### config.mk
export PLATFORM = sky130hd
export DESIGN_NAME = ffca_dp
export DESIGN_NICKNAME = d
export VERILOG_FILES = /design/src/hdl/ffca_pkg.sv /design/src/hdl/ffca_dp.sv
export SDC_FILE = /design/constraint.sdc
export NUM_CORES = 2
export LEC_CHECK = 0
export BUFFER_PORTS_ARGS = -buffer_cell sky130_fd_sc_hd__buf_2
export CAP_MARGIN = 15
export CORE_MARGIN = 3
export CORE_UTILIZATION = 30
export DETAILED_ROUTE_END_ITERATION = 12
export PLACE_DENSITY = 0.43
export SETUP_SLACK_MARGIN = 0.3
export SYNTH_ARGS = -nofsm -noshare
export SYNTH_HDL_FRONTEND = slang
export SYNTH_SLANG_ARGS = --single-unit
### constraint.sdc
create_clock -name clk -period 11.1 [get_ports clk]
set_input_delay 2.22 -clock clk [delete_from_list [all_inputs] [get_ports clk]]
set_output_delay 2.22 -clock clk [all_outputs]
set_load 0.1 [all_outputs]
### src/hdl/ffca_pkg.sv
// Shared types and constants of the first-fit coalescing allocator.
// Holds the descriptor table sizes, operation and status codes, and the
// command and status structs between the controller and the datapath.
package ffca_pkg;

    localparam int NUM_DESC  = 32;
    localparam int POOL_BITS = 24;
    localparam int GRAIN     = 32;
    localparam int ENT_W     = $clog2(NUM_DESC);
    localparam int IDX_W     = ENT_W + 1;
    localparam int SZ_W      = POOL_BITS + 1;
    localparam int HND_W     = 5;
    localparam int STEP_W    = $clog2(NUM_DESC + 1);
    localparam int RESET_POOL = 1048576;

    localparam logic [IDX_W-1:0] NIL = IDX_W'(NUM_DESC);

    typedef enum logic [1:0] {
        OP_ALLOC = 2'd0,
        OP_FREE  = 2'd1,
        OP_INIT  = 2'd2,
        OP_NONE  = 2'd3
    } op_t;

    typedef enum logic [1:0] {
        ST_OK        = 2'd0,
        ST_NO_AREA   = 2'd1,
        ST_NO_SPARE  = 2'd2,
        ST_BAD_HNDL  = 2'd3
    } status_t;

    // Datapath operations issued by the controller, one per cycle.
    typedef enum logic [4:0] {
        U_NOP,
        U_LOAD,
        U_INIT_ROW,
        U_HIT,
        U_STEP,
        U_POP_RD,
        U_POP_WR,
        U_WR_D,
        U_LINK_PP,
        U_WR_P,
        U_LINK_PN,
        U_PUSH_ROW,
        U_PUSH_LINK,
        U_F_RD_H,
        U_F_PREV,
        U_F_LINK_BEFORE,
        U_F_NEXT,
        U_F_LINK_AFTER,
        U_F_WR_H,
        U_ERR_NOSPARE,
        U_ERR_NOFIT,
        U_ERR_HANDLE,
        U_EMIT
    } uop_t;

    // Which descriptor the table read port looks at.
    typedef enum logic [2:0] {
        RD_P,
        RD_TAIL,
        RD_H,
        RD_HPREV,
        RD_HNEXT
    } rd_sel_t;

    typedef enum logic [4:0] {
        S_IDLE,
        S_BRANCH,
        S_INIT,
        S_WALK,
        S_POP_RD,
        S_POP_WR,
        S_WR_D,
        S_LINK_PP,
        S_WR_P,
        S_LINK_PN,
        S_PUSH_ROW,
        S_PUSH_LINK,
        S_F_PREV,
        S_F_LINK_BEFORE,
        S_F_NEXT,
        S_F_LINK_AFTER,
        S_F_WR_H,
        S_DONE
    } state_t;

    typedef struct packed {
        uop_t    uop;
        rd_sel_t rd_sel;
    } cmd_t;

    typedef struct packed {
        op_t  op;
        logic alloc_ok;
        logic rd_ok;
        logic rd_free;
        logic rd_alloc;
        logic rd_fit;
        logic steps_max;
        logic exact;
        logic init_last;
    } sts_t;

    function automatic logic idx_ok(input logic [IDX_W-1:0] idx);
        return idx < NIL;
    endfunction

endpackage

### src/hdl/ffca_dp.sv
// Datapath of the allocator: descriptor table, list pointers and scratch.
// Depends on ffca_pkg; carries out one cmd_t operation each cycle.
module ffca_dp
    import ffca_pkg::*;
(
    input  logic                 clk,
    input  logic                 rst_n,
    input  cmd_t                 cmd,
    output sts_t                 sts,
    input  logic                 cfg_wr_en,
    input  logic [POOL_BITS-1:0] cfg_wr_data,
    input  logic [1:0]           in_op,
    input  logic [POOL_BITS-1:0] in_request_size,
    input  logic [HND_W-1:0]     in_free_handle,
    output logic [1:0]           out_status,
    output logic [HND_W-1:0]     out_handle,
    output logic [POOL_BITS-1:0] out_offset,
    output logic [POOL_BITS-1:0] out_granted_size
);

    // Descriptor table: one read and one write address per cycle.
    logic [POOL_BITS-1:0] start_mem [NUM_DESC];
    logic [POOL_BITS-1:0] size_mem  [NUM_DESC];
    logic [IDX_W-1:0]     prev_mem  [NUM_DESC];
    logic [IDX_W-1:0]     next_mem  [NUM_DESC];
    logic [NUM_DESC-1:0]  alloc_reg;

    logic [POOL_BITS-1:0] pool_size_reg;
    logic                 ready_reg;
    logic [IDX_W-1:0]     head_reg, tail_reg;
    op_t                  op_reg;
    logic [SZ_W-1:0]      sz_reg;
    logic [ENT_W-1:0]     cnt_reg;
    logic [IDX_W-1:0]     p_reg, pp_reg, pn_reg, tnew_reg, old_tail_reg;
    logic [STEP_W-1:0]    steps_reg;
    logic [POOL_BITS-1:0] pstart_reg, psize_reg;
    logic [ENT_W-1:0]     d_reg, push_reg;
    logic [IDX_W-1:0]     h_reg, hprev_reg, hnext_reg;
    logic [POOL_BITS-1:0] hstart_reg, hsize_reg;
    logic [1:0]           res_status_reg;
    logic [HND_W-1:0]     res_handle_reg;
    logic [POOL_BITS-1:0] res_offset_reg, res_size_reg;
    logic [1:0]           out_status_reg;
    logic [HND_W-1:0]     out_handle_reg;
    logic [POOL_BITS-1:0] out_offset_reg, out_size_reg;

    logic [IDX_W-1:0]     rd_idx;
    logic [ENT_W-1:0]     rd_ent;
    logic [POOL_BITS-1:0] rd_start, rd_size;
    logic [IDX_W-1:0]     rd_prev, rd_next;
    logic                 rd_alloc;

    logic                 we_start, we_size, we_state, we_prev, we_next;
    logic [ENT_W-1:0]     wr_ent;
    logic [POOL_BITS-1:0] wd_start, wd_size;
    logic                 wd_state;
    logic [IDX_W-1:0]     wd_prev, wd_next;
    logic [ENT_W-1:0]     cnt_ent_last;

    assign cnt_ent_last = ENT_W'(NUM_DESC - 1);

    // Read port address.
    always_comb
    begin
        case (cmd.rd_sel)
            RD_P:     rd_idx = p_reg;
            RD_TAIL:  rd_idx = tail_reg;
            RD_H:     rd_idx = h_reg;
            RD_HPREV: rd_idx = hprev_reg;
            RD_HNEXT: rd_idx = hnext_reg;
            default:  rd_idx = p_reg;
        endcase
    end

    assign rd_ent   = rd_idx[ENT_W-1:0];
    assign rd_start = start_mem[rd_ent];
    assign rd_size  = size_mem[rd_ent];
    assign rd_prev  = prev_mem[rd_ent];
    assign rd_next  = next_mem[rd_ent];
    assign rd_alloc = alloc_reg[rd_ent];

    // Status towards the controller.
    always_comb
    begin
        sts.op        = op_reg;
        sts.alloc_ok  = ready_reg && idx_ok(tail_reg);
        sts.rd_ok     = idx_ok(rd_idx);
        sts.rd_free   = !rd_alloc;
        sts.rd_alloc  = rd_alloc;
        sts.rd_fit    = {1'b0, rd_size} >= sz_reg;
        sts.steps_max = steps_reg == STEP_W'(NUM_DESC);
        sts.exact     = {1'b0, psize_reg} == sz_reg;
        sts.init_last = cnt_reg == cnt_ent_last;
    end

    // Table write port decode.
    always_comb
    begin
        we_start = 1'b0;
        we_size  = 1'b0;
        we_state = 1'b0;
        we_prev  = 1'b0;
        we_next  = 1'b0;
        wr_ent   = d_reg;
        wd_start = '0;
        wd_size  = '0;
        wd_state = 1'b0;
        wd_prev  = NIL;
        wd_next  = NIL;
        case (cmd.uop)
            U_INIT_ROW:
            begin
                we_start = 1'b1;
                we_size  = 1'b1;
                we_state = 1'b1;
                we_prev  = 1'b1;
                we_next  = 1'b1;
                wr_ent   = cnt_reg;
                // The last row holds the whole pool and heads the list.
                if (cnt_reg == cnt_ent_last)
                begin
                    wd_size = pool_size_reg;
                end
                else
                begin
                    if (cnt_reg != '0)
                    begin
                        wd_prev = {1'b0, cnt_reg} - IDX_W'(1);
                    end
                    if (cnt_reg != ENT_W'(NUM_DESC - 2))
                    begin
                        wd_next = {1'b0, cnt_reg} + IDX_W'(1);
                    end
                end
            end
            U_POP_WR:
            begin
                we_next = idx_ok(tnew_reg);
                wr_ent  = tnew_reg[ENT_W-1:0];
            end
            U_WR_D:
            begin
                we_start = 1'b1;
                we_size  = 1'b1;
                we_state = 1'b1;
                we_prev  = 1'b1;
                we_next  = 1'b1;
                wr_ent   = d_reg;
                wd_start = pstart_reg;
                wd_size  = sz_reg[POOL_BITS-1:0];
                wd_state = 1'b1;
                wd_prev  = pp_reg;
                wd_next  = ({1'b0, psize_reg} == sz_reg) ? pn_reg : p_reg;
            end
            U_LINK_PP:
            begin
                we_next = idx_ok(pp_reg);
                wr_ent  = pp_reg[ENT_W-1:0];
                wd_next = {1'b0, d_reg};
            end
            U_WR_P:
            begin
                we_start = 1'b1;
                we_size  = 1'b1;
                we_prev  = 1'b1;
                wr_ent   = p_reg[ENT_W-1:0];
                wd_start = pstart_reg + sz_reg[POOL_BITS-1:0];
                wd_size  = psize_reg - sz_reg[POOL_BITS-1:0];
                wd_prev  = {1'b0, d_reg};
            end
            U_LINK_PN:
            begin
                we_prev = idx_ok(pn_reg);
                wr_ent  = pn_reg[ENT_W-1:0];
                wd_prev = {1'b0, d_reg};
            end
            U_PUSH_ROW:
            begin
                we_prev = 1'b1;
                we_next = 1'b1;
                wr_ent  = push_reg;
                wd_prev = tail_reg;
            end
            U_PUSH_LINK:
            begin
                we_next = idx_ok(old_tail_reg);
                wr_ent  = old_tail_reg[ENT_W-1:0];
                wd_next = {1'b0, push_reg};
            end
            U_F_LINK_BEFORE:
            begin
                we_next = idx_ok(hprev_reg);
                wr_ent  = hprev_reg[ENT_W-1:0];
                wd_next = h_reg;
            end
            U_F_LINK_AFTER:
            begin
                we_prev = idx_ok(hnext_reg);
                wr_ent  = hnext_reg[ENT_W-1:0];
                wd_prev = h_reg;
            end
            U_F_WR_H:
            begin
                we_start = 1'b1;
                we_size  = 1'b1;
                we_state = 1'b1;
                we_prev  = 1'b1;
                we_next  = 1'b1;
                wr_ent   = h_reg[ENT_W-1:0];
                wd_start = hstart_reg;
                wd_size  = hsize_reg;
                wd_prev  = hprev_reg;
                wd_next  = hnext_reg;
            end
            default:
            begin
                we_start = 1'b0;
            end
        endcase
    end

    // Table contents without reset.
    always_ff @(posedge clk)
    begin
        if (we_start)
        begin
            start_mem[wr_ent] <= wd_start;
        end
        if (we_size)
        begin
            size_mem[wr_ent] <= wd_size;
        end
        if (we_prev)
        begin
            prev_mem[wr_ent] <= wd_prev;
        end
        if (we_next)
        begin
            next_mem[wr_ent] <= wd_next;
        end
    end

    // Allocated bits clear to free at reset.
    always_ff @(posedge clk or negedge rst_n)
    begin
        if (!rst_n)
        begin
            alloc_reg <= '0;
        end
        else if (we_state)
        begin
            alloc_reg[wr_ent] <= wd_state;
        end
    end

    // Control registers: pool size, list ends and readiness.
    always_ff @(posedge clk or negedge rst_n)
    begin
        if (!rst_n)
        begin
            pool_size_reg <= POOL_BITS'(RESET_POOL);
            ready_reg     <= 1'b0;
            head_reg      <= NIL;
            tail_reg      <= NIL;
            cnt_reg       <= '0;
        end
        else
        begin
            if (cfg_wr_en)
            begin
                pool_size_reg <= cfg_wr_data;
            end
            case (cmd.uop)
                U_LOAD:
                begin
                    cnt_reg <= '0;
                end
                U_INIT_ROW:
                begin
                    cnt_reg <= cnt_reg + ENT_W'(1);
                    if (cnt_reg == cnt_ent_last)
                    begin
                        head_reg  <= IDX_W'(NUM_DESC - 1);
                        tail_reg  <= IDX_W'(NUM_DESC - 2);
                        ready_reg <= 1'b1;
                    end
                end
                U_POP_WR:
                begin
                    tail_reg <= tnew_reg;
                end
                U_LINK_PP:
                begin
                    if (!idx_ok(pp_reg))
                    begin
                        head_reg <= {1'b0, d_reg};
                    end
                end
                U_PUSH_ROW:
                begin
                    tail_reg <= {1'b0, push_reg};
                end
                U_F_LINK_BEFORE:
                begin
                    if (!idx_ok(hprev_reg))
                    begin
                        head_reg <= h_reg;
                    end
                end
                default:
                begin
                    cnt_reg <= cnt_reg;
                end
            endcase
        end
    end

    // Scratch and result registers.
    always_ff @(posedge clk)
    begin
        case (cmd.uop)
            U_LOAD:
            begin
                op_reg         <= op_t'(in_op);
                sz_reg         <= ({1'b0, in_request_size} | SZ_W'(GRAIN - 1)) + SZ_W'(1);
                h_reg          <= IDX_W'(in_free_handle);
                p_reg          <= head_reg;
                steps_reg      <= '0;
                res_status_reg <= ST_OK;
                res_handle_reg <= '0;
                res_offset_reg <= '0;
                res_size_reg   <= '0;
            end
            U_HIT:
            begin
                pstart_reg <= rd_start;
                psize_reg  <= rd_size;
                pp_reg     <= rd_prev;
                pn_reg     <= rd_next;
            end
            U_STEP:
            begin
                p_reg     <= rd_next;
                steps_reg <= steps_reg + STEP_W'(1);
            end
            U_POP_RD:
            begin
                d_reg    <= tail_reg[ENT_W-1:0];
                tnew_reg <= rd_prev;
            end
            U_WR_D:
            begin
                res_handle_reg <= HND_W'(d_reg);
                res_offset_reg <= pstart_reg;
                res_size_reg   <= sz_reg[POOL_BITS-1:0];
            end
            U_LINK_PN:
            begin
                push_reg <= p_reg[ENT_W-1:0];
            end
            U_PUSH_ROW:
            begin
                old_tail_reg <= tail_reg;
            end
            U_F_RD_H:
            begin
                hstart_reg <= rd_start;
                hsize_reg  <= rd_size;
                hprev_reg  <= rd_prev;
                hnext_reg  <= rd_next;
            end
            U_F_PREV:
            begin
                hsize_reg  <= hsize_reg + rd_size;
                hstart_reg <= hstart_reg - rd_size;
                hprev_reg  <= rd_prev;
                push_reg   <= hprev_reg[ENT_W-1:0];
            end
            U_F_NEXT:
            begin
                hsize_reg <= hsize_reg + rd_size;
                hnext_reg <= rd_next;
                push_reg  <= hnext_reg[ENT_W-1:0];
            end
            U_F_WR_H:
            begin
                res_handle_reg <= h_reg[HND_W-1:0];
            end
            U_ERR_NOSPARE:
            begin
                res_status_reg <= ST_NO_SPARE;
            end
            U_ERR_NOFIT:
            begin
                res_status_reg <= ST_NO_AREA;
            end
            U_ERR_HANDLE:
            begin
                res_status_reg <= ST_BAD_HNDL;
            end
            U_EMIT:
            begin
                out_status_reg <= res_status_reg;
                out_handle_reg <= res_handle_reg;
                out_offset_reg <= res_offset_reg;
                out_size_reg   <= res_size_reg;
            end
            default:
            begin
                op_reg <= op_reg;
            end
        endcase
    end

    assign out_status       = out_status_reg;
    assign out_handle       = out_handle_reg;
    assign out_offset       = out_offset_reg;
    assign out_granted_size = out_size_reg;

endmodule

==> impl_metrics.yaml <==
place:
  portBuffers: 120
  placed_cell_area_um2: 103000
  gp_congestion: 0.837
  dp.final_hpwl_um: 183000
  place_inst: 11900
logic_synthesis:
  synth_edf_count: 2201
  ys_seq_elements: 2275
  ys_warn_count: 0
  synth_cells: 7722
  async_flop_share_pct: 3.25
  synth_area_um2: 96400
  synthTopCellsByArea: "edfxtp_1 (69%), nand2_1 (7.5%), nand3_1 (5.9%)"
  yosysUniqueCellTypes: 99
  synth.largest_area_cell: "edfxtp_1"
  ys_top_cells_by_count: "edfxtp_1 (2,201), nand2_1 (1,935), nand3_1 (1,145)"
  syn_area_per_cell_um2: 12.5
  post-synth-top-area-fraction_pct: 68.6
  ys_seq_area_share_pct: 70.5
  ys.flop_type: "edfxtp_1"
  yosysMostFrequentCell: "edfxtp_1"
sta:
  slew_headroom_pct: 17.8
  finalCritPeriodShare_pct: 94.9
  fin_setup_tns_ns: 0
  fin_skew_ns: 0.0830
  hold_viol: 0
  post-route-min-period_ns: 10.53
  rsz0062_at_grt: "no"
  timing.fmax_mhz: 94.9
  tightest_slew_ns: 1.23
  holdWs_ns: 0.414
  slew_violations: 0
  setup_viol: 0
run:
  drv_cap: 0
global_route:
  antenna_found_initial: 14
  grt_max_degree: 163
  grt_usage_pct: 19.1
  grt_pass1_wl_um: 463000
  grt_overflow: 0
  grt_pass1_vias: 61300
clock_network:
  clock_tree.buffer_depth: 4
  postCtsHoldBufs: 0
  cts.sinks: 2275
  cts-root-buf: "clkbuf_16"
  cts_buffers: 246
  clk_latency_ns: 0.93
  clkSlewWorstSetupHoldPaths_ns: 0.06
  tritoncts: "built"
  cts_max_level: 4
run_status:
  status: "complete, no violations"
floorplan:
  die_area_um2: 328000
  rows: 207
  ios: 131
  core_um2: 319000
  die_h_um: 573
  die_x_um: 573
  initial_core_util_pct: 30.2
drt:
  vias_per_cell: 5.20
  first_pass_iters: 6
  wl_um: 325000
  drc: 0
  drt_iter0_drc: 6532
  routedWlPerCell_um: 26.4
  ant_nets: 0
  vias: 64000
power_and_ir_drop:
  power.leakage_nw: 39.5
  max-vdd-ir-drop_uv: 132
  power_density_nw_per_um2: 183
  p_total_mw: 20.3
layout:
  area_growth_pct: 14.9
  final_cell_area_um2: 111000
  layout.cells.non_filler: 12300
  fin_nets: 8000
  largestRegisters: "size_mem: 768 flops, start_mem: 768 flops"
  drive_gt1_share_pct: 10.8
setup_path:
  critical_path_class: "in2out"
  worst_setup_path_start_kind: "primary input"
  crit_path_end_kind: "output pin"
  cp.required_ns: 8.88
  crit_fanout: 72
  arrival_ns: 8.31
hold_path:
  hold_path_class: "reg2reg"
==> worst max-delay path, cell delays in order <==
cell and delay, ns:
buf_2 0.21, or4b_1 0.71, and3_1 0.51, nand2_4 0.41
buf_4 0.80, buf_4 0.80, nand2_1 0.13, nand3_1 0.11
and3_1 0.17, a311oi_1 0.07, a31oi_1 0.21, a21o_1 0.31
ha_1 0.20, a21oi_1 0.04, o21ai_0 0.28, a41oi_1 0.20
a21o_1 0.23, a211oi_2 0.34, buf_12 0.23
==> layout make-up <==
type,count,area (um2)
Antenna cell,4,10.0
Tap cell,4284,5360
Fill cell,31100,208000
Inverter,108,405
Multi-Input combinational cell,4846,26600
Clock buffer,298,6400
Clock inverter,145,1410
Timing Repair Buffer,351,2600
Sequential cell,2275,67900
==> power by group <==
| group | leakage, nW | switching, mW | internal [mW] |
|---|---|---|---|
| clock | 3.80 | 3.43 | 4.66 |
| sequential | 22.3 | 0.0569 | 9.48 |
| combinational | 13.5 | 1.90 | 0.779 |
==> per-stage QoR <==
stage          setup WS [ns]  utilization [%]
2_1_floorplan          0.617                -
3_3_place_gp           0.446             32.2
3_5_place_dp           0.515             32.2
4_1_cts                0.465             34.7
5_1_grt                0.313             34.7
6_report               0.565             34.7
==> placed cells by master, fill, tap and decap left out, drive strengths merged, types with 71 or more instances in the layout <==
cell    count
edfxtp   2201
nand2    1935
nand3    1146
buf       351
clkbuf    298
nor2      248
o21ai     167
a311oi    162
and3      131
inv       115
a21oi     111
ha        105
clkinv    101
a21o       75
dfrtp      71
==> worst paths after layout <==
| kind | start | end | slack, ns | depth (start not counted) |
|---|---|---|---|---|
| min reg2reg | res_offset_reg[19] | out_offset[19] | 0.41 | 0 |
| max reg2reg | h_reg[1] | hstart_reg[18] | 3.10 | 27 |
| max | cmd[0] | sts[3] | 0.57 | 19 |
| min | res_offset_reg[19] | out_offset[19] | 0.41 | 0 |
| min in group asynchronous | rst_n | pool_size_reg[12] | 1.28 | 1 |
| max in group asynchronous | rst_n | alloc_reg[3] | 8.68 | 2 |
==> what timing repair did <==
item                                    CTS  global route
buffers inserted                          0             7
gates resized for setup                   0             0
endpoints found under the setup margin    0             1
==> layer usage <==
metal | share of wire, % | vias up | track usage, %
met5 | 0 | - | 0
met1 | 47 | 33000 | 27.9
met2 | 46 | 1932 | 30.4
met3 | 5.2 | 390 | 2.31
met4 | 2.1 | 0 | 4.24
li1 | - | 28700 | -
==> kinds of logic (layout without fill, tap and decap cells) <==
logic type | after synthesis | in the layout | share of synthesized area [%]
compound gates | 862 | 862 | 6.56
fa+ha+maj | 111 | 111 | 1.44
other cells | 1 | 9 | 0.00389
simple gates | 3641 | 3641 | 16.6
xor+xnor | 107 | 107 | 0.972
buf+inv | 605 | 902 | 2.53
mux | 120 | 120 | 1.44
flops | 2275 | 2275 | 70.5
Power figures use the tool's default switching activity.
