`src/hdl/ffca_pkg.sv`:
```
// Shared types and constants of the first-fit coalescing allocator.
// Holds the descriptor table sizes, operation and status codes, and the
// command and status structs between the controller and the datapath.
package ffca_pkg;

    localparam int NUM_DESC  = 32;
    localparam int POOL_BITS = 24;
    localparam int GRAIN     = 32;
    localparam int ENT_W     = $clog2(NUM_DESC);
    localparam int IDX_W     = ENT_W + 1;
    localparam int SZ_W      = POOL_BITS + 1;
    localparam int HND_W     = 5;
    localparam int STEP_W    = $clog2(NUM_DESC + 1);
    localparam int RESET_POOL = 1048576;

    localparam logic [IDX_W-1:0] NIL = IDX_W'(NUM_DESC);

    typedef enum logic [1:0] {
        OP_ALLOC = 2'd0,
        OP_FREE  = 2'd1,
        OP_INIT  = 2'd2,
        OP_NONE  = 2'd3
    } op_t;

    typedef enum logic [1:0] {
        ST_OK        = 2'd0,
        ST_NO_AREA   = 2'd1,
        ST_NO_SPARE  = 2'd2,
        ST_BAD_HNDL  = 2'd3
    } status_t;

    // Datapath operations issued by the controller, one per cycle.
    typedef enum logic [4:0] {
        U_NOP,
        U_LOAD,
        U_INIT_ROW,
        U_HIT,
        U_STEP,
        U_POP_RD,
        U_POP_WR,
        U_WR_D,
        U_LINK_PP,
        U_WR_P,
        U_LINK_PN,
        U_PUSH_ROW,
        U_PUSH_LINK,
        U_F_RD_H,
        U_F_PREV,
        U_F_LINK_BEFORE,
        U_F_NEXT,
        U_F_LINK_AFTER,
        U_F_WR_H,
        U_ERR_NOSPARE,
        U_ERR_NOFIT,
        U_ERR_HANDLE,
        U_EMIT
    } uop_t;

    // Which descriptor the table read port looks at.
    typedef enum logic [2:0] {
        RD_P,
        RD_TAIL,
        RD_H,
        RD_HPREV,
        RD_HNEXT
    } rd_sel_t;

    typedef enum logic [4:0] {
        S_IDLE,
        S_BRANCH,
        S_INIT,
        S_WALK,
        S_POP_RD,
        S_POP_WR,
        S_WR_D,
        S_LINK_PP,
        S_WR_P,
        S_LINK_PN,
        S_PUSH_ROW,
        S_PUSH_LINK,
        S_F_PREV,
        S_F_LINK_BEFORE,
        S_F_NEXT,
        S_F_LINK_AFTER,
        S_F_WR_H,
        S_DONE
    } state_t;

    typedef struct packed {
        uop_t    uop;
        rd_sel_t rd_sel;
    } cmd_t;

    typedef struct packed {
        op_t  op;
        logic alloc_ok;
        logic rd_ok;
        logic rd_free;
        logic rd_alloc;
        logic rd_fit;
        logic steps_max;
        logic exact;
        logic init_last;
    } sts_t;

    function automatic logic idx_ok(input logic [IDX_W-1:0] idx);
        return idx < NIL;
    endfunction

endpackage

```
`src/hdl/ffca_ctrl.sv`:
```
// Controller of the allocator: sequences table operations for each item.
// Depends on ffca_pkg; drives ffca_dp through cmd_t and reads sts_t.
module ffca_ctrl
    import ffca_pkg::*;
(
    input  logic clk,
    input  logic rst_n,
    input  logic req_valid,
    output logic req_ready,
    output logic rsp_valid,
    input  logic rsp_ready,
    output cmd_t cmd,
    input  sts_t sts
);

    state_t state_reg, state_next;
    state_t ret_reg, ret_next;
    logic   out_valid_reg, out_valid_next;

    // State, return point and output valid registers.
    always_ff @(posedge clk or negedge rst_n)
    begin
        if (!rst_n)
        begin
            state_reg     <= S_IDLE;
            ret_reg       <= S_IDLE;
            out_valid_reg <= 1'b0;
        end
        else
        begin
            state_reg     <= state_next;
            ret_reg       <= ret_next;
            out_valid_reg <= out_valid_next;
        end
    end

    assign rsp_valid = out_valid_reg;

    // Next state and command decode.
    always_comb
    begin
        state_next     = state_reg;
        ret_next       = ret_reg;
        out_valid_next = out_valid_reg && !rsp_ready;
        req_ready      = 1'b0;
        cmd.uop        = U_NOP;
        cmd.rd_sel     = RD_P;
        case (state_reg)
            S_IDLE:
            begin
                req_ready = 1'b1;
                if (req_valid)
                begin
                    cmd.uop    = U_LOAD;
                    state_next = S_BRANCH;
                end
            end
            S_BRANCH:
            begin
                cmd.rd_sel = RD_H;
                case (sts.op)
                    OP_INIT:  state_next = S_INIT;
                    OP_ALLOC:
                    begin
                        if (sts.alloc_ok)
                        begin
                            state_next = S_WALK;
                        end
                        else
                        begin
                            cmd.uop    = U_ERR_NOSPARE;
                            state_next = S_DONE;
                        end
                    end
                    OP_FREE:
                    begin
                        if (sts.rd_ok && sts.rd_alloc)
                        begin
                            cmd.uop    = U_F_RD_H;
                            state_next = S_F_PREV;
                        end
                        else
                        begin
                            cmd.uop    = U_ERR_HANDLE;
                            state_next = S_DONE;
                        end
                    end
                    default:  state_next = S_DONE;
                endcase
            end
            S_INIT:
            begin
                cmd.uop = U_INIT_ROW;
                if (sts.init_last)
                begin
                    state_next = S_DONE;
                end
            end
            S_WALK:
            begin
                cmd.rd_sel = RD_P;
                if (!sts.rd_ok || sts.steps_max)
                begin
                    cmd.uop    = U_ERR_NOFIT;
                    state_next = S_DONE;
                end
                else if (sts.rd_free && sts.rd_fit)
                begin
                    cmd.uop    = U_HIT;
                    state_next = S_POP_RD;
                end
                else
                begin
                    cmd.uop = U_STEP;
                end
            end
            S_POP_RD:
            begin
                cmd.rd_sel = RD_TAIL;
                cmd.uop    = U_POP_RD;
                state_next = S_POP_WR;
            end
            S_POP_WR:
            begin
                cmd.uop    = U_POP_WR;
                state_next = S_WR_D;
            end
            S_WR_D:
            begin
                cmd.uop    = U_WR_D;
                state_next = S_LINK_PP;
            end
            S_LINK_PP:
            begin
                cmd.uop    = U_LINK_PP;
                state_next = sts.exact ? S_LINK_PN : S_WR_P;
            end
            S_WR_P:
            begin
                cmd.uop    = U_WR_P;
                state_next = S_DONE;
            end
            S_LINK_PN:
            begin
                cmd.uop    = U_LINK_PN;
                ret_next   = S_DONE;
                state_next = S_PUSH_ROW;
            end
            S_PUSH_ROW:
            begin
                cmd.uop    = U_PUSH_ROW;
                state_next = S_PUSH_LINK;
            end
            S_PUSH_LINK:
            begin
                cmd.uop    = U_PUSH_LINK;
                state_next = ret_reg;
            end
            S_F_PREV:
            begin
                cmd.rd_sel = RD_HPREV;
                if (sts.rd_ok && sts.rd_free)
                begin
                    cmd.uop    = U_F_PREV;
                    state_next = S_F_LINK_BEFORE;
                end
                else
                begin
                    state_next = S_F_NEXT;
                end
            end
            S_F_LINK_BEFORE:
            begin
                cmd.uop    = U_F_LINK_BEFORE;
                ret_next   = S_F_NEXT;
                state_next = S_PUSH_ROW;
            end
            S_F_NEXT:
            begin
                cmd.rd_sel = RD_HNEXT;
                if (sts.rd_ok && sts.rd_free)
                begin
                    cmd.uop    = U_F_NEXT;
                    state_next = S_F_LINK_AFTER;
                end
                else
                begin
                    state_next = S_F_WR_H;
                end
            end
            S_F_LINK_AFTER:
            begin
                cmd.uop    = U_F_LINK_AFTER;
                ret_next   = S_F_WR_H;
                state_next = S_PUSH_ROW;
            end
            S_F_WR_H:
            begin
                cmd.uop    = U_F_WR_H;
                state_next = S_DONE;
            end
            S_DONE:
            begin
                if (!out_valid_reg || rsp_ready)
                begin
                    cmd.uop        = U_EMIT;
                    out_valid_next = 1'b1;
                    state_next     = S_IDLE;
                end
            end
            default: state_next = S_IDLE;
        endcase
    end

endmodule

```
`config.mk`:
```
export PLATFORM = sky130hd
export DESIGN_NAME = ffca_ctrl
export DESIGN_NICKNAME = d
export VERILOG_FILES = /design/src/hdl/ffca_pkg.sv /design/src/hdl/ffca_ctrl.sv
export SDC_FILE = /design/constraint.sdc
export NUM_CORES = 1
export LEC_CHECK = 0
export BUFFER_PORTS_ARGS = -buffer_cell sky130_fd_sc_hd__buf_2
export CAP_MARGIN = 5
export CORE_MARGIN = 2
export CORE_UTILIZATION = 30
export DETAILED_ROUTE_END_ITERATION = 6
export HOLD_SLACK_MARGIN = 0.1
export SYNTH_ARGS = -nofsm -noshare
export SYNTH_HDL_FRONTEND = slang
export SYNTH_SLANG_ARGS = --single-unit
```
`constraint.sdc`:
```
create_clock -name clk -period 2.6 [get_ports clk]
set_clock_uncertainty 0.1 [all_clocks]
set_input_delay 0.39 -clock clk [delete_from_list [all_inputs] [get_ports clk]]
set_output_delay 0.39 -clock clk [all_outputs]
set_load 0.01 [all_outputs]
```
==> summary.md, run 1 <==
| Metric | Value |
|---|---|
| Sequence of cells on the critical path | buf_4 > nor3_1 > a211o_1 > nand4b_1 > o211ai_1 > buf_2 |
| DP Area | 0.00125 sq mm |
| CTS HTree Levels | 1 |
| Initial Util | 30.9% |
| Crit path kind | register to primary output |
| Pre-antenna DRT Iters | 4 |
| Slew Limit Headroom | between 60% and 70% |
| Worst Setup SP | state_reg[3] |
| Sequential-to-total area share from yosys stat | between 20% and 30% |
| Slowest Stage Delay on Critical Path | 460 ps |
| GP Congestion | roughly 0.87 |
| CP endpoint kind | primary output |
| Final WL | 3.23 mm |
| Fin Setup TNS | 0 ps |
| Global-route wire length before repair | approximately 5.5 mm |
| Hold Vio Cnt, Final | 0 |
| Post-cts gate resize count | 0 |
| WP data required | between 2000 and 2500 ps |
| Largest area contributor in the netlist | dfrtp_1 |
| Post-Syn Area | 0.00111 sq mm |
| Crit-path max FO | 17 |
| Final Max Tran Viols | 0 |
| Number of setup buffers added after CTS | 0 |
| Register area | around 230 sq um |
| Port Buffers | 23 |
| Gr usage total | between 15 and 20% |
| Post-CTS Hold Buffers | 1 |
| Synth Area in Compound Gates | roughly a third |
| CP max stage cell | dfrtp_1 |
| Vias in the first global route | 1145 |
| Maxcap violations | 0 |
| Clk_lat worst skew | around 230 ps |
| CTS tree | built |
| Fin crit share | between 90% and 100% |
| RSZ-0062 raised after global routing | no |
| Nets | ~190 |
| Mean Syn Cell Area | 7.42 sq um |
| DRC viols | 0 |
| Clock-pin slew on the worst setup and hold paths | 40 ps |
| Worst hold slack | between 400 and 500 ps |
| Hold crit path type | register to register |
| Mapped Nets | about 160 |
| Reg2Reg Setup Slack | 790 ps |
| CTS buffer count | 3 |
| Post-synthesis simple-gate area fraction | a little under two fifths |
| Die area | roughly 0.0042 sq mm |
| Max reg flops | 5 |
| Mapped Cells | 150 |
| Post-DR vias/cell | about 5.5 |
| Ports | 24 |
| Gr ovfl total | 0 |
| Worst Max-Slew Pin Slew | 450 ps |
| DR WL/cell | ~15 microns |
| Core area | approximately 0.0036 sq mm |
| Min-Delay Startpoint | ret_reg[3] |
| R2R Path Start | state_reg[3] |
| Library cells used by synthesis | 54 |
| CP Buf/Inv Count | 2 |
| F_max | between 400 and 500 MHz |
| Tmin final | 2390 ps |
| Main area contributors after synthesis | dfrtp_1 20%, a21oi_1 6.7%, nor2_1 5.7% |
| Antenna-violating nets left | 0 |
| Area grow syn2layout | 17.1% |
| End-of-flow core utilization | a little over a third |
| Critical Path Start Type | register |
| Leakage | 0.576 nW |
| Via count | around 1200 |
| Post-synth ARST share | between 90% and 100% |
| Top-count cell post-synth | nor2_1 |
| Outcome | finished, final reports clean |
| Design area | 0.00130 sq mm |
| Peak VDD IR | about 0.0004 V |
| DP Wirelength | ~2.4 mm |
| Clk root buf | clkbuf_8 |
| Initial DRC count | 65 |
| Synth Flop Type | dfrtp_1 |
| Adder-cell area share of the yosys netlist | 0% |
| Largest family of logic cells by synthesized area | simple AND/OR/NAND/NOR gates |
| Kind of cell adding the most delay to the critical path | simple AND/OR/NAND/NOR gates |
| Sink Count | 9 |
| Fill cells | 398 |
| Clk buf depth | 2 |
| Layout cell share with drive strength beyond 1 | 27.7% |
| Row cnt | 22 |
| Post-Synth XOR/XNOR Area | 0% |
| Synthesized flop and latch total | 9 |
| Commonest cells post-synth | 17 x nor2_1, 15 x a21oi_1, 10 x nand2_1, 10 x o21ai_0, 9 x dfrtp_1 |
| CP arrival | roughly 1900 ps |
| Total power | 1.28 mW |
| Power Dens Cells | between 900 and 1000 mW/mm^2 |
| Yosys top cell area share | roughly a fifth |
| Initial antenna violation count | 0 |
| Multi-input gate area | just under 800 sq um |
| YS warnings | 0 |
| Largest net degree at the start of global routing | 30 |
| Diodes inserted | 0 |
| Post-synthesis mux area share | ~1.8% |
| Die H | ~65 microns |
| Setup violations, final | 0 |
| Die width | 64.9 microns |
| Post-synth EDFFs | 0 |
stage by stage:
stage,worst slack (ps),instances
final,209,221
after global routing,64.3,221
after detailed placement,491,216
after CTS,230,221
after global placement,464,216
after floorplan,801,150
worst reg2reg max path: stages (launching register included):
cell and delay (ps):
dfrtp_1 460, buf_4 230, nor2b_2 200, and3_1 230
a32o_1 220, nor3_1 160, o21ai_1 90
area by class of cell:
cell class	instances	area share, %
multi-input cells	127	60.7
flip-flops and latches	9	17.3
repair buffers	30	13.1
well taps	48	4.61
clock buffers	4	3.45
inverters	3	0.864
cells in the final DEF, fill, tap and decap left out, types with 2 or more instances in the layout:
cell type / netlist / final
and2_1: 2 / 2
mux2i_1: 2 / 2
a21o_1: 3 / 3
o32a_1: 2 / 2
buf_4: 0 / 6
dfrtp_1: 9 / 9
nor2_2: 2 / 2
o21ai_1: 6 / 6
nor4_1: 2 / 2
nand2b_1: 3 / 3
o211ai_1: 2 / 2
nand2_1: 10 / 10
inv_1: 3 / 3
nor2b_1: 4 / 4
nor2_1: 17 / 17
or3_1: 3 / 3
a21oi_1: 15 / 15
buf_2: 5 / 23
o21ai_0: 10 / 10
nand3_1: 5 / 5
nor3_1: 3 / 3
clkbuf_8: 0 / 3
and3_1: 5 / 5
nor3_2: 2 / 2
a211o_1: 2 / 2
worst paths after layout:
kind                                 to  cells after the start
setup / recovery                 cmd[4]                      6
hold / removal               ret_reg[3]                      1
setup reg to reg           state_reg[4]                      6
hold reg to reg              ret_reg[3]                      1
max in group asynchronous  state_reg[1]                      2
min in group asynchronous    ret_reg[4]                      2
per-layer routing:
metal  global-route usage (%)  routed length (microns)
met5                        0                        0
met1                     22.9                     1480
met4                     2.66                       12
met2                     28.0                     1510
met3                     3.30                      224
where the power goes:
group	switching [mW]	total (mW)	internal [mW]
Sequential	0.0542	0.247	0.193
Clock	0.0511	0.158	0.106
Combinational	0.509	0.874	0.366
logic make-up after synthesis:
family / after synthesis
AOI/OAI and AO/OA: 53
buffers and inverters: 14
DFF: 9
muxes: 2
and+or+nand+nor: 72
No activity file was read; power rests on OpenSTA's default activity.
==> run 2, diff against run 1 <==
--- a/config.mk
+++ b/config.mk
@@ -11,6 +11,7 @@
 export CORE_UTILIZATION = 30
 export DETAILED_ROUTE_END_ITERATION = 6
 export HOLD_SLACK_MARGIN = 0.1
+export RECOVER_POWER = 100
 export SYNTH_ARGS = -nofsm -noshare
 export SYNTH_HDL_FRONTEND = slang
 export SYNTH_SLANG_ARGS = --single-unit
==> summary.md, run 2 (synthesized netlist as in run 1, its figures left out) <==
| Metric | Value |
|---|---|
| Commonest non-fill, non-tap cells in the layout | 17 x nor2_1, 15 x a21oi_1, 15 x buf_2, 11 x o21ai_0 |
| Nets | 188 |
| Number of setup buffers added after CTS | 0 |
| Maxcap violations | 0 |
| Hold Vio Cnt, Final | 0 |
| Worst Max-Slew Pin Slew | between 400 and 500 ps |
| DP Area | around 0.0012 sq mm |
| WP data required | roughly 2100 ps |
| CTS HTree Levels | 1 |
| Worst hold slack | approximately 420 ps |
| Die area | between 0.004 and 0.005 sq mm |
| Hold crit path type | register to register |
| RSZ-0062 raised after global routing | no |
| Layout cell share with drive strength beyond 1 | 21.4% |
| Antenna-violating nets left | 0 |
| DP Wirelength | 2.43 mm |
| Initial antenna violation count | 0 |
| CP endpoint kind | primary output |
| Initial DRC count | 51 |
| CTS buffer count | 3 |
| Final Max Tran Viols | 0 |
| Clock-pin slew on the worst setup and hold paths | about 40 ps |
| Global-route wire length before repair | between 5 and 6 mm |
| Fill cells | between 400 and 500 |
| Gr ovfl total | 0 |
| Setup violations, final | 0 |
| Slew Limit Headroom | between 60 and 70% |
| Die width | roughly 65 microns |
| Port Buffers | 23 |
| Post-cts gate resize count | 0 |
| Largest net degree at the start of global routing | 30 |
| Fin crit share | 92.6% |
| Pre-antenna DRT Iters | 4 |
| Vias in the first global route | 1145 |
| Gr usage total | 16.8% |
| Area grow syn2layout | 15.3% |
| Row cnt | 22 |
| Sink Count | 9 |
| Fin Setup TNS | 0 ps |
| Die H | 64.9 microns |
| Commonest non-fill, non-tap cell in the layout | nor2_1 |
| Ports | 24 |
| Power Dens Cells | about 980 mW/mm^2 |
| Critical Path Start Type | register |
| Via count | around 1200 |
| Design area | around 0.0013 sq mm |
| Clk root buf | clkbuf_8 |
| Hold Path Depth | 1 |
| GP Congestion | just under 0.9 |
| Initial Util | a little under a third |
| Peak VDD IR | about 0.00039 V |
| F_max | about 420 MHz |
| Register area | approximately 230 sq um |
| Crit-path max FO | 17 |
| DRC viols | 0 |
| Post-DR vias/cell | roughly 5.6 |
| Total power | between 1 and 1.5 mW |
| Final WL | between 3 and 4 mm |
| CP arrival | ~1900 ps |
| Clk_lat worst skew | 230 ps |
| Clk buf depth | 2 |
| Core area | roughly 0.0036 sq mm |
| Crit path kind | register to primary output |
| DR WL/cell | around 15 microns |
| Leakage | ~0.54 nW |
| Tmin final | approximately 2400 ps |
| Max reg flops | 5 |
| Outcome | finished, final reports clean |
| FF-to-FF path depth | 6 |
| End-of-flow core utilization | between 30% and 40% |
| Diodes inserted | 0 |
| Multi-input gate area | approximately 790 sq um |
| CTS tree | built |
-- run 2: where the power goes --
part / leakage, nW / switching [mW] / internal [mW]
clock: 0.0228 / 0.0516 / 0.106
sequential: 0.118 / 0.0551 / 0.193
combinational: 0.402 / 0.512 / 0.346
total: 0.542 / 0.618 / 0.645
-- run 2: final cells by class --
cell class	instances	area share (%)
Inverter	3	0.877
Multi-Input combinational cell	127	61.2
Sequential cell	9	17.5
Clock buffer	4	3.51
Tap cell	48	4.68
Timing Repair Buffer	30	12.2
-- run 2: routing by layer --
layer  part of all wire, %  up-vias  wire [microns]  track usage [%]
li1                      -      606               -                -
met5                     0        -               0                0
met3                   7.0        2             230             3.30
met2                    47       50            1530             28.0
met4                  0.37        0              12             2.66
met1                    46      572            1500             22.9
-- run 2: stage by stage --
stage / worst slack (ps) / std cells
3_5_place_dp: 491 / 216
4_1_cts: 230 / 221
6_report: 193 / 221
2_1_floorplan: 801 / 150
3_3_place_gp: 464 / 216
5_1_grt: 48.0 / 221
-- run 2: final timing paths --
| kind | startpoint | endpoint | slack [ps] |
|---|---|---|---|
| worst max-delay path | state_reg[3] | cmd[4] | 190 |
| worst max register to register | state_reg[3] | state_reg[1] | 680 |
| max in group asynchronous | rst_n | state_reg[1] | 1540 |
| worst min-delay path | ret_reg[3] | ret_reg[3] | 420 |
| min in group asynchronous | rst_n | ret_reg[4] | 530 |
| worst min register to register | ret_reg[3] | ret_reg[3] | 420 |
-- run 2: critical path, stage by stage (launching register included) --
cell,delay (ps)
dfrtp_1,460
buf_4,230
nor3_1,410
a211o_1,190
nand4b_1,100
o211ai_1,120
clkbuf_1,170
-- run 2: repair_timing --
action | CTS | global route
endpoints found under the hold margin | 9 | 0
endpoints found under the setup margin | 0 | 0
hold buffers | 1 | 0
==> run 3, diff against run 2 <==
--- a/config.mk
+++ b/config.mk
@@ -7,8 +7,10 @@
 export LEC_CHECK = 0
 export BUFFER_PORTS_ARGS = -buffer_cell sky130_fd_sc_hd__buf_2
 export CAP_MARGIN = 5
+export CORE_ASPECT_RATIO = 2
 export CORE_MARGIN = 2
 export CORE_UTILIZATION = 30
+export CTS_BUF_LIST = sky130_fd_sc_hd__clkbuf_8 sky130_fd_sc_hd__clkbuf_16
 export DETAILED_ROUTE_END_ITERATION = 6
 export HOLD_SLACK_MARGIN = 0.1
 export RECOVER_POWER = 100
==> summary.md, run 3 (synthesized netlist as in run 1, its figures left out) <==
| Metric | Value |
|---|---|
| Sw Share | a little under 50% |
| Antenna-violating nets left | 0 |
| Pre-antenna DRT Iters | 4 |
| CP endpoint kind | primary output |
| CTS HTree Levels | 1 |
| Final cell count without fillers | around 220 |
| Setup violations, final | 0 |
| Post-DR vias/cell | around 5.5 |
| Clk_lat worst skew | approximately 230 ps |
| Reg2Reg Setup Slack | 610 ps |
| Hold Path Depth | 2 |
| Initial Util | between 30% and 40% |
| Sink Count | 9 |
| P_int | around 0.64 mW |
| CTS buffer count | 3 |
| GP Congestion | 0.887 |
| Port Buffers | 23 |
| Total power | around 1.2 mW |
| Ports | 24 |
| Net Switching | between 0.6 and 0.7 mW |
| Final WL | approximately 3.6 mm |
| Met3 GRT Util | ~1.6% |
| DP Wirelength | between 2 and 3 mm |
| Clock power share | approximately 12% |
| Fin Setup TNS | 0 ps |
| DR WL/cell | around 16 microns |
| Worst Setup SP | state_reg[3] |
| Worst hold slack | about 420 ps |
| Post-cts gate resize count | 0 |
| Die area | about 0.0042 sq mm |
| Outcome | finished, final reports clean |
| Leakage | about 0.54 nW |
| FF-to-FF path depth | 6 |
| Via count | 1215 |
| Worst Max-Slew Pin Slew | 521 ps |
| WP data required | 2110 ps |
| CTS tree | built |
| Register area | about 230 sq um |
| CP arrival | between 1500 and 2000 ps |
| Die H | 90.2 microns |
| Nets | around 190 |
| Global-route wire length before repair | about 5.5 mm |
| Sequential share of power | roughly 20% |
| Final Max Tran Viols | 0 |
| Diodes inserted | 0 |
| Core area | 0.00361 sq mm |
| Commonest non-fill, non-tap cell in the layout | nor2_1 |
| DRC viols | 0 |
| Busiest grt layer | met2 |
| Maxcap violations | 0 |
| Clk buf depth | 2 |
| Placed cells | approximately 220 |
| End-of-flow core utilization | ~35% |
| GR met1 Demand/Resource | a little under a fifth |
| Gr usage total | between 15 and 20% |
| Min-Delay Startpoint | ret_reg[4] |
| Peak VDD IR | about 0.00035 V |
| Critical Path Start Type | register |
| Fill cells | 413 |
| Initial DRC count | 54 |
| Slew Limit Headroom | 65.3% |
| Crit-path max FO | 22 |
| Tmin final | 2470 ps |
| Commonest non-fill, non-tap cells in the layout | 18 x nor2_1, 15 x a21oi_1, 15 x buf_2, 11 x o21ai_0, 11 x nand2_1 |
| Crit path kind | register to primary output |
| Row cnt | 31 |
| Comb pwr share | approximately 67% |
| Hold crit path type | register to register |
| Clock-pin slew on the worst setup and hold paths | approximately 40 ps |
| Hold Path Sink | ret_reg[4] |
| Gr ovfl total | 0 |
| Clk root buf | clkbuf_8 |
| Initial antenna violation count | 0 |
| Area grow syn2layout | 14.6% |
| Vias in the first global route | 1128 |
| Max reg flops | 5 |
| R2R Path Start | state_reg[3] |
| Die width | roughly 47 microns |
| Multi-input gate area | 781 sq um |
| RSZ-0062 raised after global routing | no |
| Worst flop-to-flop path endpoint | state_reg[1] |
| M2 GR Usage | between 30% and 40% |
| Largest net degree at the start of global routing | 30 |
| F_max | 405 MHz |
| Hold Vio Cnt, Final | 0 |
| Fin crit share | 94.9% |
| Power Dens Cells | between 900 and 1000 mW/mm^2 |
| Layout cell share with drive strength beyond 1 | 20.3% |
-- run 3: cell types whose count changed in the layout (fill, tap and decap cells not counted) --
cell / before / now
inv_1: 3 / 4
nand2_1: 10 / 11
clkbuf_1: 10 / 8
nand2_2: 1 / 0
nor2_2: 2 / 1
nor2_1: 17 / 18
and2_0: 0 / 1
and2_1: 2 / 1
-- run 3: power groups by stage --
stage | logic, mW | clock network, mW | registers, mW
CTS | 0.863 | 0.161 | 0.256
floorplan | 0.685 | 0 | 0.234
global placement | 0.859 | 0 | 0.255
detailed placement | 0.858 | 0 | 0.258
finish | 0.840 | 0.153 | 0.257
global route | 0.927 | 0.169 | 0.266
-- run 3: per-layer routing --
metal  vias up  part of all wire, %
met5         -                    0
met4         0                  3.4
met3         8                  2.9
met2        28                   60
met1       578                   34
li1        601                    -
-- run 3: worst max path at each step --
stage               endpoint  slack [ps]
global placement      cmd[4]         350
floorplan             cmd[5]         800
finish                cmd[5]         130
global route          cmd[3]          60
CTS                   cmd[5]         240
detailed placement    cmd[4]         390
-- run 3: metrics by stage --
step | setup slack, ps | cell area [sq um]
floorplan | 801 | 1110
global placement | 354 | 1240
detailed placement | 390 | 1240
CTS | 240 | 1300
global route | 56.8 | 1280
finish | 131 | 1280
-- run 3: worst max-delay path, stage by stage (launching register included) --
cell	delay, ps
dfrtp_1	440
buf_4	240
nor2_1	400
and4b_1	260
a21oi_1	40
o31ai_1	200
clkbuf_1	180
-- run 3: cell type report --
class,instances,area share (%)
multi-input cells,127,61.2
flip-flops and latches,9,17.6
repair buffers,29,12.0
well taps,49,4.80
clock buffers,3,3.24
inverters,3,0.882
clock inverters,1,0.294
-- run 3: what timing repair did --
action                    in CTS  in global routing
hold endpoints to repair       9                  0
setup buffers                  0                  0
hold buffers                   1                  0
